File: src/rtl/dksm_pkg.sv
package dksm_pkg;

  // store geometry
  localparam int DEPTH = 16;
  localparam int IDX_W = (DEPTH > 1) ? $clog2(DEPTH) : 1;
  localparam int OCC_W = $clog2(DEPTH + 1);
  localparam int SUM_W = IDX_W + 1;

  // request and response field widths
  localparam int CMD_W    = 3;
  localparam int KEY_W    = 32;
  localparam int VALUE_W  = 32;
  localparam int STATUS_W = 2;
  localparam int COUNT_W  = 5;

  typedef logic [CMD_W-1:0]           cmd_t;
  typedef logic signed [KEY_W-1:0]    key_t;
  typedef logic [VALUE_W-1:0]         value_t;
  typedef logic [STATUS_W-1:0]        status_t;
  typedef logic [COUNT_W-1:0]         count_t;
  typedef logic [IDX_W-1:0]           idx_t;
  typedef logic [OCC_W-1:0]           occ_t;

  // command codes
  localparam cmd_t CMD_PUSH_BACK  = cmd_t'(0);
  localparam cmd_t CMD_PUSH_FRONT = cmd_t'(1);
  localparam cmd_t CMD_POP_FRONT  = cmd_t'(2);
  localparam cmd_t CMD_POP_BACK   = cmd_t'(3);
  localparam cmd_t CMD_SEARCH     = cmd_t'(4);
  localparam cmd_t CMD_UPDATE     = cmd_t'(5);
  localparam cmd_t CMD_COUNT      = cmd_t'(6);
  localparam cmd_t CMD_MAX        = cmd_t'(7);

  // status codes
  localparam status_t ST_OK        = status_t'(0);
  localparam status_t ST_EMPTY     = status_t'(1);
  localparam status_t ST_NOT_FOUND = status_t'(2);
  localparam status_t ST_FULL      = status_t'(3);

  // controller to datapath
  typedef struct packed {
    logic latch;
    logic decode;
    logic pop_take;
    logic walk_step;
    logic upd_write;
    logic load_out;
  } dksm_cmd_t;

  // datapath to controller
  typedef struct packed {
    logic pop_live;
    logic walk_live;
    logic is_update;
    logic walk_end;
    logic hit;
    logic out_free;
  } dksm_stat_t;

endpackage

File: src/rtl/dksm_if.sv
interface dksm_in_if import dksm_pkg::*; ();
  logic   valid;
  logic   ready;
  cmd_t   cmd;
  key_t   item_key;
  value_t item_value;

  modport source (output valid, output cmd, output item_key, output item_value, input ready);
  modport sink   (input valid, input cmd, input item_key, input item_value, output ready);
endinterface

interface dksm_out_if import dksm_pkg::*; ();
  logic    valid;
  logic    ready;
  status_t status;
  key_t    found_key;
  value_t  found_value;
  count_t  entry_count;

  modport source (output valid, output status, output found_key, output found_value,
                  output entry_count, input ready);
  modport sink   (input valid, input status, input found_key, input found_value,
                  input entry_count, output ready);
endinterface

File: src/rtl/deque_keyed_search_max_top.sv
// deque_keyed_search_max_top: bounded double-ended queue of key/value entries
// held in a ring store of DEPTH slots (DEPTH = 16 here).
// req_ch (sink): one request per handshake; cmd selects push back, push front,
//   pop front, pop back, search, update, count or max; item_key and item_value
//   carry the operands. a request is taken when valid and ready are both high.
// rsp_ch (source): exactly one response per request, in request order, with
//   status, found_key, found_value and entry_count (occupancy after the request).
// sequencing: an accepted request is decoded; a pop then takes its entry from
//   the store, search, max and update walk the occupied entries from the
//   front, and an update that hits writes its new value; the result is then
//   loaded into the output register. a search or update stops at the first key
//   match. the walk reads one store entry per cycle through a single registered
//   read port. one request is in flight at a time: the controller returns to
//   idle only after the last result is loaded, and takes the next there.
// the response sits in an output register, so the next request is taken
//   while an earlier response still waits; when the receiver stalls the
//   finished response holds and the block waits before loading the next one.
// reset (rst, synchronous, active high) empties the queue and drops any
//   pending response; store contents are not cleared, and only entries of
//   occupied slots are ever used.
module deque_keyed_search_max_top import dksm_pkg::*; (
  input logic        clk,
  input logic        rst,
  dksm_in_if.sink    req_ch,
  dksm_out_if.source rsp_ch
);

  dksm_cmd_t  cmd;   // sequencing strobes into the datapath
  dksm_stat_t stat;  // request class and walk progress back to the controller

  // controller: accepts a request, steps decode, pop read, walk, update write,
  // then waits for the output register to be free
  dksm_ctrl u_ctrl (
    .clk      (clk),
    .rst      (rst),
    .in_valid (req_ch.valid),
    .in_ready (req_ch.ready),
    .stat     (stat),
    .cmd      (cmd)
  );

  // datapath: ring store, front pointer and occupancy, walk comparators,
  // and the response register
  dksm_dp u_dp (
    .clk        (clk),
    .rst        (rst),
    .cmd        (cmd),
    .stat       (stat),
    .in_cmd     (req_ch.cmd),
    .in_key     (req_ch.item_key),
    .in_value   (req_ch.item_value),
    .out_valid  (rsp_ch.valid),
    .out_ready  (rsp_ch.ready),
    .out_status (rsp_ch.status),
    .out_key    (rsp_ch.found_key),
    .out_value  (rsp_ch.found_value),
    .out_count  (rsp_ch.entry_count)
  );

endmodule

File: src/rtl/dksm_ctrl.sv
module dksm_ctrl import dksm_pkg::*; (
  input  logic       clk,
  input  logic       rst,
  input  logic       in_valid,
  output logic       in_ready,
  input  dksm_stat_t stat,
  output dksm_cmd_t  cmd
);

  localparam logic [2:0] S_IDLE   = 3'd0;
  localparam logic [2:0] S_DECODE = 3'd1;
  localparam logic [2:0] S_POP    = 3'd2;
  localparam logic [2:0] S_WALK   = 3'd3;
  localparam logic [2:0] S_WRITE  = 3'd4;
  localparam logic [2:0] S_DONE   = 3'd5;

  logic [2:0] state;
  logic [2:0] state_next;

  always_ff @(posedge clk) begin
    if (rst) begin
      state <= S_IDLE;
    end else begin
      state <= state_next;
    end
  end

  always_comb begin
    state_next = state;
    cmd        = '0;
    in_ready   = 1'b0;
    unique case (state)
      S_IDLE: begin
        in_ready  = 1'b1;
        cmd.latch = in_valid;
        if (in_valid) state_next = S_DECODE;
      end
      S_DECODE: begin
        cmd.decode = 1'b1;
        if (stat.pop_live)       state_next = S_POP;
        else if (stat.walk_live) state_next = S_WALK;
        else                     state_next = S_DONE;
      end
      S_POP: begin
        cmd.pop_take = 1'b1;
        state_next   = S_DONE;
      end
      S_WALK: begin
        cmd.walk_step = 1'b1;
        if (stat.walk_end) begin
          state_next = (stat.is_update && stat.hit) ? S_WRITE : S_DONE;
        end
      end
      S_WRITE: begin
        cmd.upd_write = 1'b1;
        state_next    = S_DONE;
      end
      S_DONE: begin
        if (stat.out_free) begin
          cmd.load_out = 1'b1;
          state_next   = S_IDLE;
        end
      end
      default: state_next = S_IDLE;
    endcase
  end

endmodule

File: src/rtl/dksm_dp.sv
module dksm_dp import dksm_pkg::*; (
  input  logic      clk,
  input  logic      rst,
  input  dksm_cmd_t cmd,
  output dksm_stat_t stat,
  input  cmd_t      in_cmd,
  input  key_t      in_key,
  input  value_t    in_value,
  output logic      out_valid,
  input  logic      out_ready,
  output status_t   out_status,
  output key_t      out_key,
  output value_t    out_value,
  output count_t    out_count
);

  function automatic idx_t slot_of(idx_t base, occ_t p);
    logic [SUM_W-1:0] s;
    s = SUM_W'(base) + SUM_W'(p);
    if (s >= SUM_W'(DEPTH)) s = s - SUM_W'(DEPTH);
    return IDX_W'(s);
  endfunction

  // ring store
  key_t   key_mem [DEPTH];
  value_t val_mem [DEPTH];

  // request latch
  cmd_t   cmd_q;
  key_t   key_q;
  value_t val_q;

  // deque pointers
  idx_t front;
  occ_t occ;

  // walk state
  occ_t   pos;
  logic   rd_vld;
  idx_t   rd_slot;
  key_t   rd_key;
  value_t rd_val;
  logic   hit;
  idx_t   hit_slot;
  key_t   hit_key;
  value_t hit_val;
  logic   best_any;
  key_t   best_key;
  value_t best_val;

  // pending result
  status_t res_status;
  key_t    res_key;
  value_t  res_val;

  logic   full, empty, is_push, is_pop, walk_end, issue;
  idx_t   front_inc, front_dec, pop_slot, raddr, waddr;
  logic   key_we, val_we;
  value_t wval;

  assign full      = (occ == OCC_W'(DEPTH));
  assign empty     = (occ == '0);
  assign is_push   = (cmd_q == CMD_PUSH_BACK) || (cmd_q == CMD_PUSH_FRONT);
  assign is_pop    = (cmd_q == CMD_POP_FRONT) || (cmd_q == CMD_POP_BACK);
  assign front_inc = (front == IDX_W'(DEPTH - 1)) ? '0 : front + IDX_W'(1);
  assign front_dec = (front == '0) ? IDX_W'(DEPTH - 1) : front - IDX_W'(1);
  assign pop_slot  = (cmd_q == CMD_POP_FRONT) ? front : slot_of(front, occ - OCC_W'(1));
  assign raddr     = cmd.decode ? pop_slot : slot_of(front, pos);
  assign issue     = cmd.walk_step && (pos < occ);
  assign walk_end  = hit || (!rd_vld && (pos >= occ));

  assign key_we = cmd.decode && is_push && !full;
  assign val_we = key_we || cmd.upd_write;
  assign waddr  = cmd.upd_write ? hit_slot :
                  (cmd_q == CMD_PUSH_BACK) ? slot_of(front, occ) : front_dec;
  assign wval   = val_q;

  assign stat.pop_live  = is_pop && !empty;
  assign stat.walk_live = ((cmd_q == CMD_SEARCH) || (cmd_q == CMD_MAX) ||
                           (cmd_q == CMD_UPDATE)) && !empty;
  assign stat.is_update = (cmd_q == CMD_UPDATE);
  assign stat.walk_end  = walk_end;
  assign stat.hit       = hit;
  assign stat.out_free  = !out_valid || out_ready;

  // store ports: one write, one registered read
  always_ff @(posedge clk) begin
    if (key_we) key_mem[waddr] <= key_q;
    if (val_we) val_mem[waddr] <= wval;
    rd_key  <= key_mem[raddr];
    rd_val  <= val_mem[raddr];
    rd_slot <= raddr;
  end

  // request latch
  always_ff @(posedge clk) begin
    if (cmd.latch) begin
      cmd_q <= in_cmd;
      key_q <= in_key;
      val_q <= in_value;
    end
  end

  // pointers and walk control
  always_ff @(posedge clk) begin
    if (rst) begin
      front  <= '0;
      occ    <= '0;
      pos    <= '0;
      rd_vld <= 1'b0;
      hit    <= 1'b0;
    end else if (cmd.latch) begin
      // a new request drops the match flag of the previous one
      hit <= 1'b0;
    end else if (cmd.decode) begin
      pos    <= '0;
      rd_vld <= 1'b0;
      hit    <= 1'b0;
      if (is_push && !full) begin
        occ <= occ + OCC_W'(1);
        if (cmd_q == CMD_PUSH_FRONT) front <= front_dec;
      end
      if (is_pop && !empty) begin
        occ <= occ - OCC_W'(1);
        if (cmd_q == CMD_POP_FRONT) front <= front_inc;
      end
    end else if (cmd.walk_step) begin
      rd_vld <= issue;
      if (issue) pos <= pos + OCC_W'(1);
      if (rd_vld && !hit && (cmd_q != CMD_MAX) && (rd_key == key_q)) hit <= 1'b1;
    end
  end

  // match and maximum capture
  always_ff @(posedge clk) begin
    if (cmd.decode) begin
      best_any <= 1'b0;
    end else if (cmd.walk_step && rd_vld) begin
      if (!hit && (rd_key == key_q)) begin
        hit_slot <= rd_slot;
        hit_key  <= rd_key;
        hit_val  <= rd_val;
      end
      if (!best_any || (rd_val > best_val)) begin
        best_any <= 1'b1;
        best_key <= rd_key;
        best_val <= rd_val;
      end
    end
  end

  // pending result
  always_ff @(posedge clk) begin
    if (cmd.decode) begin
      res_status <= ST_OK;
      res_key    <= '0;
      res_val    <= '0;
      unique case (cmd_q) inside
        CMD_PUSH_BACK, CMD_PUSH_FRONT: if (full) res_status <= ST_FULL;
        CMD_POP_FRONT, CMD_POP_BACK, CMD_SEARCH, CMD_MAX: begin
          if (empty) res_status <= ST_EMPTY;
        end
        CMD_UPDATE: if (empty) res_status <= ST_NOT_FOUND;
        default: ;
      endcase
    end else if (cmd.pop_take) begin
      res_key <= rd_key;
      res_val <= rd_val;
    end else if (cmd.walk_step && walk_end) begin
      if (cmd_q == CMD_MAX) begin
        res_key <= best_key;
        res_val <= best_val;
      end else if (hit) begin
        res_key <= hit_key;
        res_val <= hit_val;
      end else begin
        res_status <= ST_NOT_FOUND;
      end
    end else if (cmd.upd_write) begin
      res_key <= hit_key;
      res_val <= val_q;
    end
  end

  // output register
  always_ff @(posedge clk) begin
    if (rst) begin
      out_valid <= 1'b0;
    end else if (cmd.load_out) begin
      out_valid <= 1'b1;
    end else if (out_ready) begin
      out_valid <= 1'b0;
    end
  end

  always_ff @(posedge clk) begin
    if (cmd.load_out) begin
      out_status <= res_status;
      out_key    <= res_key;
      out_value  <= res_val;
      out_count  <= COUNT_W'(occ);
    end
  end

  a_occ_bound: assert property (@(posedge clk) disable iff (rst)
    occ <= OCC_W'(DEPTH))
    else $error("occupancy beyond store depth");

  a_occ_only_on_decode: assert property (@(posedge clk) disable iff (rst)
    !cmd.decode |=> $stable(occ) && $stable(front))
    else $error("pointers moved outside decode");

  a_load_when_free: assert property (@(posedge clk) disable iff (rst)
    cmd.load_out |-> (!out_valid || out_ready))
    else $error("result overwrote an untaken response");

  a_hit_only_keyed: assert property (@(posedge clk) disable iff (rst)
    hit |-> ((cmd_q == CMD_SEARCH) || (cmd_q == CMD_UPDATE)))
    else $error("key match flagged for a non keyed command");

endmodule

File: src/flat_wrapper.sv
// flat-port wrapper written by rule: the top's interface ports become plain ports
module deque_keyed_search_max_top_flat import dksm_pkg::*;
  (clk, rst, req_ch_valid, req_ch_cmd, req_ch_item_key, req_ch_item_value, req_ch_ready, rsp_ch_valid, rsp_ch_status, rsp_ch_found_key, rsp_ch_found_value, rsp_ch_entry_count, rsp_ch_ready);
  dksm_in_if req_ch_i ();
  dksm_out_if rsp_ch_i ();
  input logic clk;
  input logic rst;
  input wire logic [$bits(req_ch_i.valid)-1:0] req_ch_valid;
  input wire logic [$bits(req_ch_i.cmd)-1:0] req_ch_cmd;
  input wire logic [$bits(req_ch_i.item_key)-1:0] req_ch_item_key;
  input wire logic [$bits(req_ch_i.item_value)-1:0] req_ch_item_value;
  output wire logic [$bits(req_ch_i.ready)-1:0] req_ch_ready;
  output wire logic [$bits(rsp_ch_i.valid)-1:0] rsp_ch_valid;
  output wire logic [$bits(rsp_ch_i.status)-1:0] rsp_ch_status;
  output wire logic [$bits(rsp_ch_i.found_key)-1:0] rsp_ch_found_key;
  output wire logic [$bits(rsp_ch_i.found_value)-1:0] rsp_ch_found_value;
  output wire logic [$bits(rsp_ch_i.entry_count)-1:0] rsp_ch_entry_count;
  input wire logic [$bits(rsp_ch_i.ready)-1:0] rsp_ch_ready;
  assign req_ch_i.valid = req_ch_valid;
  assign req_ch_i.cmd = req_ch_cmd;
  assign req_ch_i.item_key = req_ch_item_key;
  assign req_ch_i.item_value = req_ch_item_value;
  assign req_ch_ready = req_ch_i.ready;
  assign rsp_ch_valid = rsp_ch_i.valid;
  assign rsp_ch_status = rsp_ch_i.status;
  assign rsp_ch_found_key = rsp_ch_i.found_key;
  assign rsp_ch_found_value = rsp_ch_i.found_value;
  assign rsp_ch_entry_count = rsp_ch_i.entry_count;
  assign rsp_ch_i.ready = rsp_ch_ready;
  deque_keyed_search_max_top u_core (.clk(clk), .rst(rst), .req_ch(req_ch_i), .rsp_ch(rsp_ch_i));
endmodule
File: config.mk
export PLATFORM = sky130hd
export DESIGN_NAME = deque_keyed_search_max_top_flat
export DESIGN_NICKNAME = d
export VERILOG_FILES = /design/src/rtl/dksm_pkg.sv /design/src/rtl/dksm_if.sv /design/src/rtl/deque_keyed_search_max_top.sv /design/src/rtl/dksm_ctrl.sv /design/src/rtl/dksm_dp.sv /design/src/flat_wrapper.sv
export SDC_FILE = /design/constraint.sdc
export NUM_CORES = 2
export LEC_CHECK = 0
export ABC_AREA = 1
export BUFFER_PORTS_ARGS = -buffer_cell sky130_fd_sc_hd__buf_2
export CAP_MARGIN = 40
export CORE_AREA = 3 3 462 464
export CTS_CLUSTER_DIAMETER = 150
export DETAILED_ROUTE_END_ITERATION = 10
export DIE_AREA = 0 0 465 467
export PLACE_DENSITY = 0.51
export SYNTH_ARGS = -nofsm -noshare
export SYNTH_HDL_FRONTEND = slang
export SYNTH_SLANG_ARGS = --single-unit
File: constraint.sdc
create_clock -name clk -period 8.24 [get_ports clk]
set_clock_uncertainty 0.1 [all_clocks]
set_input_delay 1.236 -clock clk [delete_from_list [all_inputs] [get_ports clk]]
set_output_delay 1.236 -clock clk [all_outputs]
set_load 0.005 [all_outputs]
### After elaboration in Yosys (flattened, before gate mapping)

Memory sizes are Yosys's and may differ from the RTL's. A register that Yosys moved wholly into a read port is not among the register bits.
Cells that the tools add are included.

| storage, ports and cells | value |
|---|---|
| bits in registers | 361 |
| RAM bits | 1024 |
| input port bits | 71 |
| output and inout bits | 73 |
| logic and storage cells | 180 |
| memories | 2 |

Memories:

| name | words | width | rd ports | clocked after Yosys merged registers in | wr ports | RTL line | RTL |
|---|---|---|---|---|---|---|---|
| u_core.u_dp.key_mem | 16 | 32 | 1 | 1 | 1 | dksm_dp.sv:25 | `key_t key_mem [DEPTH];` |
| u_core.u_dp.val_mem | 16 | 32 | 1 | 1 | 1 | dksm_dp.sv:26 | `value_t val_mem [DEPTH];` |

| cells by class | value |
|---|---|
| $add $sub $neg | 11 |
| $lt $le $gt $ge | 6 |
| eq/ne operators | 22 |
| muxes and demuxes | 60 |
| bitwise logic cells | 2 |
| reduce and logical (&&, ||, !) cells | 53 |

Operator list:

| kind | count |
|---|---|
| 32-bit two-way mux | 10 |
| 4-bit two-way mux | 13 |
| 32-bit == test | 1 |
| 32-bit > comparator | 1 |
| 5-bit two-way mux | 5 |
| 1-bit two-way mux | 18 |
| 4-bit by 1-bit subtractor with 4-bit output (second input constant) | 4 |
| 4-bit by 5-bit adder with 5-bit output | 3 |
| 3-bit == test (second input constant) | 5 |
| 5-bit >= comparator (second input constant) | 3 |
| 3-bit two-way mux | 5 |
| 3-bit case mux with 5 select lines | 1 |
| 3-bit AND reduction | 5 |
| 1-bit logical AND | 14 |
| 2-bit two-way mux | 7 |
| 3-bit by 2-bit == test with 1-bit output (second input constant) | 4 |
| 5-bit by 1-bit adder with 5-bit output (second input constant) | 2 |
| 2-bit inequality test (second input constant) | 5 |
| 2-bit AND reduction | 5 |
| 2-bit nonzero test | 5 |
| 1-bit logical OR | 8 |
| 3-bit by 1-bit == test with 1-bit output (second input constant) | 2 |
| 1-bit zero test | 6 |
| 3-bit zero test | 2 |
| 18 further kinds | 20 |

### Logic depth before layout (Yosys ltp)

| logic depth | value |
|---|---|
| word-level depth | 7 |
| mapped depth | 17 |

### Modules after synthesis

Synthesis repeated with hierarchy kept, for this count alone.

| unflattened totals | value |
|---|---|
| cell total of the unflattened synthesis | 5853 |
| area, all modules | 62103.3 µm² |

By module, submodules not included:

| module | times used | cells each | area an instance (µm²) | sequential area each (µm²) |
|---|---|---|---|---|
| dksm_dp | 1 | 5807 | 61830.6 | 41920.2 |
| dksm_ctrl | 1 | 46 | 272.8 | 60.1 |

### Least setup slack after synthesis

OpenSTA, ideal clock, no wires.

| timing path | value |
|---|---|
| path type | reg-to-reg |
| start point | register u_core.u_dp.best_val[31] |
| end point | register u_core.u_dp.best_key[0], enable pin |
| library setup time | 0.507 ns |
| arrival time | 4.408 ns |
| required time | 7.633 ns |
| slack | 3.225 ns |
| cell stages (with the launch flop) | 11 |
| path through | edfxtp_1 -> inv_1 -> ha_1 -> nand2_1 -> nor2_1 -> nand4_1 -> nor4_1 -> nand2_1 -> nand2_1 -> nand2_1 -> a21oi_1 |

| between the ends | value |
|---|---|
| cells in the longest elaborated chain, start to end | 3 |

RTL lines:

| what | RTL line | RTL |
|---|---|---|
| from (decl) | dksm_dp.sv:49 | `value_t best_val;` |
| from (signal assigned) | dksm_dp.sv:147 | `best_val <= rd_val;` |
| 32-bit > comparator | dksm_dp.sv:144 | `if (!best_any \|\| (rd_val > best_val)) begin` |
| 1-bit logical OR | dksm_dp.sv:144 |  |
| 3-bit AND reduction (no source line) | n/a |  |
| to (signal assigned) | dksm_dp.sv:146 | `best_key <= rd_key;` |
| to (decl) | dksm_dp.sv:48 | `key_t best_key;` |

No other way between the ends.
A chain may end at the register's enable or synchronous reset.

### Worst setup path in the final report

| timing path | value |
|---|---|
| start point | register u_core.u_dp.occ[0] |
| end point | register u_core.u_dp.rd_val[10], read port of u_core.u_dp.val_mem |

| between the ends | value |
|---|---|
| cells in the longest elaborated chain, start to end | 6 |
| elaborated cells between the ends (all ways) | 7 |
| those cells by class | add/sub: 3; order compare: 1; mux: 3 |

RTL lines:

| what | RTL line | RTL |
|---|---|---|
| from (decl) | dksm_dp.sv:35 | `occ_t occ;` |
| from (signal assigned) | dksm_dp.sv:120 | `occ <= occ + OCC_W'(1);` |
| from (signal assigned) | dksm_dp.sv:124 | `occ <= occ - OCC_W'(1);` |
| 5-bit by 1-bit subtractor with 5-bit output (*) | dksm_dp.sv:67 | `assign pop_slot = (cmd_q == CMD_POP_FRONT) ? front : slot_of(front, occ - OCC_W'(1));` |
| 4-bit by 5-bit adder with 5-bit output (*) | dksm_dp.sv:19 | `s = SUM_W'(base) + SUM_W'(p);` |
| 4-bit by 1-bit subtractor with 4-bit output / 5-bit >= comparator (equally long branches) | dksm_dp.sv:20 | `if (s >= SUM_W'(DEPTH)) s = s - SUM_W'(DEPTH);` |
| 4-bit two-way mux (*) | dksm_dp.sv:20 |  |
| 4-bit two-way mux (*) | dksm_dp.sv:67 |  |
| 4-bit two-way mux (*) | dksm_dp.sv:68 | `assign raddr = cmd.decode ? pop_slot : slot_of(front, pos);` |
| to (decl) | dksm_dp.sv:42 | `value_t rd_val;` |

Every way passes the cells marked *; elsewhere a longest branch is shown, timed or not.

==> flow_metrics.py <==
metrics = {
    "placement": {
        "port_buffers": 143,
        "dpl.hpwl_mm": 95.82,
        "dp_cells": 8641,
        "place_congestion": 0.7976,
    },
    "routing": {
        "dr_total_vias": 41650,
        "drt_iter0_markers": 3777,
        "wire_per_inst_um": 20.31,
        "first_pass_iters": 5,
        "post-route-drc-count": 0,
        "avgViaCountPerCell": 4.663,
        "routed_wl_mm": 181.4,
        "final_antenna_net_count": 0,
    },
    "die": {
        "num_rows": 168,
        "pin_count": 144,
        "die_y_um": 467,
        "start_util": 0.2999,
        "dieArea_um2": 217200,
        "core_um2": 209600,
        "die_w_um": 465,
    },
    "synthesis": {
        "synth-async-reset-ratio": 0,
        "ys_seq_elements": 1449,
        "syn_inst": 5918,
        "ys_top_cells_by_area": "edfxtp_1 (62%), nand2_1 (9.0%), nand3_1 (6.8%)",
        "ys.flop_type": "edfxtp_1",
        "syn_avg_cell_area_um2": 10.62,
        "synth_cell_type_count": 38,
        "synth_edf_count": 1296,
        "ys_seq_area_frac": 0.6679,
        "syn_area_um2": 62860,
        "synth_fp_nets": 6044,
        "yosys.area.top_type": "edfxtp_1",
        "synth_warnings": 0,
        "synth_top_area_share": 0.6192,
    },
    "finish": {
        "area_growth_syn_to_layout_pct": 14.52,
        "filler_cell_count": 20940,
        "top_regs": "u_core.u_dp.key_mem (512), u_core.u_dp.val_mem (512)",
        "nNetsFinal": 6118,
        "layout-drive-gt1-share": 0.09317,
        "fin_cells": 8931,
    },
    "critical_path": {
        "worstPathRequired_ps": 8810,
        "regToRegSetupSlack_ps": 3570,
        "crit_type": "reg2reg",
        "critPathArrivalTime_ps": 5240,
        "critPathCaptureType": "flop",
        "cp-endpoint": "u_core.u_dp.rd_val[10]$_DFF_P_",
        "r2r-start": "u_core.u_dp.occ[0]$_SDFFE_PP0P_",
        "crit_path_start_kind": "flop",
        "reg2reg_depth": 15,
        "worstSetupStartpoint": "u_core.u_dp.occ[0]$_SDFFE_PP0P_",
        "cp_max_fo": 107,
        "reg2reg_to": "u_core.u_dp.rd_val[10]$_DFF_P_",
    },
    "clock_tree": {
        "cts_hold_buf": 0,
        "cts_buffers": 154,
        "clock_sinks": 1449,
        "cts_max_level": 4,
        "cts_buffer_depth": 3,
        "path_clk_slew_ps": 60,
        "post_cts_resize_count": 0,
        "postCtsSetupBuffers": 0,
        "cts_tree": "built",
        "cts_root_buf": "clkbuf_16",
        "worst_skew_pair.late_latency_ps": 790,
    },
    "timing": {
        "period_needed_ps": 4674,
        "slew_violations": 0,
        "setup_violations": 0,
        "maxSlewHeadroom": 0.3202,
        "hold_viol": 0,
        "fmax_mhz": 214.0,
        "tightestPinTransition_ps": 1020,
        "tns_ps": 0,
        "period_share": 0.5672,
        "rsz0062_at_grt": "no",
    },
    "grt": {
        "track_usage": 0.1639,
        "antenna_found_initial": 35,
        "grt_pass1_vias": 39650,
        "grt_max_degree": 157,
        "overflow": 0,
        "grt_pass1_wl_mm": 267.9,
    },
    "power": {
        "power.leakage_nw": 28.53,
        "powerDensity_nw_per_um2": 296.5,
        "worst_ir_drop_vdd_mv": 0.1944,
    },
    "min_path": {
        "hp-class": "reg2reg",
        "min_path_cells": 0,
    },
    "status": {
        "status": "completed",
    },
    "job": {
        "cap_violations": 0,
    },
}
## cell usage after synthesis (4+ instances only)
cell type,count
nor2_1,242
nand3_1,850
nand4_1,11
nor3_1,28
buf_2,215
buf_1,33
o21ai_0,33
xor2_1,12
ha_1,52
buf_4,5
nand3b_1,385
inv_2,6
mux2_2,32
o22ai_1,6
a21oi_1,108
xnor2_1,23
a211oi_1,4
inv_1,813
clkbuf_1,76
edfxtp_1,1296
o211ai_1,7
dfxtp_1,153
nand2_1,1503
## worst max-delay path: stages, from the launching register on
cell	delay, ps
dfxtp_1	470
inv_1	140
ha_1	300
inv_1	50
nand2_1	100
nand3_4	400
nand2_8	720
buf_4	730
buf_4	790
nand2_1	120
nand3_1	110
nand2_1	70
nand2_1	60
nand2_1	70
nand2_1	60
nand2_1	60
## worst min path at each step
stage	start	end	slack, ps
floorplan	u_core.u_dp.rd_slot[0]$_DFF_P_	u_core.u_dp.hit_slot[0]$_DFFE_PP_	290
global placement	u_core.u_dp.rd_slot[1]$_DFF_P_	u_core.u_dp.hit_slot[1]$_DFFE_PP_	290
detailed placement	u_core.u_dp.rd_slot[2]$_DFF_P_	u_core.u_dp.hit_slot[2]$_DFFE_PP_	290
CTS	u_core.u_dp.rd_slot[3]$_DFF_P_	u_core.u_dp.hit_slot[3]$_DFFE_PP_	310
global route	u_core.u_dp.rd_slot[0]$_DFF_P_	u_core.u_dp.hit_slot[0]$_DFFE_PP_	320
finish	u_core.u_dp.rd_slot[1]$_DFF_P_	u_core.u_dp.hit_slot[1]$_DFFE_PP_	300
## layout by cell type (no fill, tap or decap), types with 16 or more instances in the layout
| cell | synthesis | final |
|---|---|---|
| nor2_1 | 242 | 221 |
| clkinv_1 | 0 | 16 |
| nand3_1 | 850 | 849 |
| nand2_1 | 1503 | 1497 |
| nor3_2 | 0 | 16 |
| ha_1 | 52 | 52 |
| inv_1 | 813 | 811 |
| buf_4 | 5 | 88 |
| nand3b_1 | 385 | 385 |
| dfxtp_1 | 153 | 153 |
| clkinv_2 | 0 | 23 |
| edfxtp_1 | 1296 | 1296 |
| buf_2 | 215 | 143 |
| clkbuf_1 | 76 | 39 |
| nor2_4 | 1 | 22 |
| xnor2_1 | 23 | 23 |
| clkbuf_16 | 0 | 161 |
| mux2_2 | 32 | 32 |
| clkbuf_8 | 0 | 16 |
| o21ai_0 | 33 | 33 |
| a21oi_1 | 108 | 107 |
## area by class of cell
cell class | count | area (um^2) | area share
multi-input cells | 3320 | 16600 | 0.2305
flip-flops and latches | 1449 | 41980 | 0.5832
clock buffers | 216 | 4395 | 0.06106
repair buffers | 248 | 1769 | 0.02458
clock inverters | 66 | 621.8 | 0.008639
inverters | 819 | 3092 | 0.04295
well taps | 2805 | 3510 | 0.04876
diodes | 8 | 20.02 | 0.0002781
## kinds of logic (layout without fill, tap and decap cells)
group	Yosys count	after routing	synth area share
XOR/XNOR	35	35	0.004877
multiplexers	33	33	0.005892
AND/OR/NAND/NOR	3029	3029	0.2225
adder cells (fa/ha/maj)	55	55	0.01131
AO/OA/AOI/OAI	168	168	0.01427
flip-flops	1449	1449	0.6679
other	0	8	0
buffers and inverters	1149	1349	0.07321
## power by group
group	switching (W)	total (W)	internal [W]
clock	0.00290	0.00691	0.00401
combinational	0.00347	0.00493	0.00146
sequential	0.000693	0.00950	0.00881
## per-layer routing
layer / track usage / share of wire
met2: 0.2498 / 0.44
met4: 0.04374 / 0.022
met5: 0 / 0.0011
met1: 0.2363 / 0.47
met3: 0.03383 / 0.068
## through the flow
stage	power, W	worst slack (ps)	area, um^2	hold slack (ps)	util
after CTS	0.02154	3568	71960	305.6	0.3434
after floorplan	0.01268	3225	62860	285.5	-
after global routing	0.02248	3146	71970	315.5	0.3434
final	0.02134	3566	71980	302.2	0.3435
after global placement	0.01448	3646	66630	286.0	0.3180
after detailed placement	0.01459	3575	66950	290.2	0.3194
(Power assumes the default switching activity.)
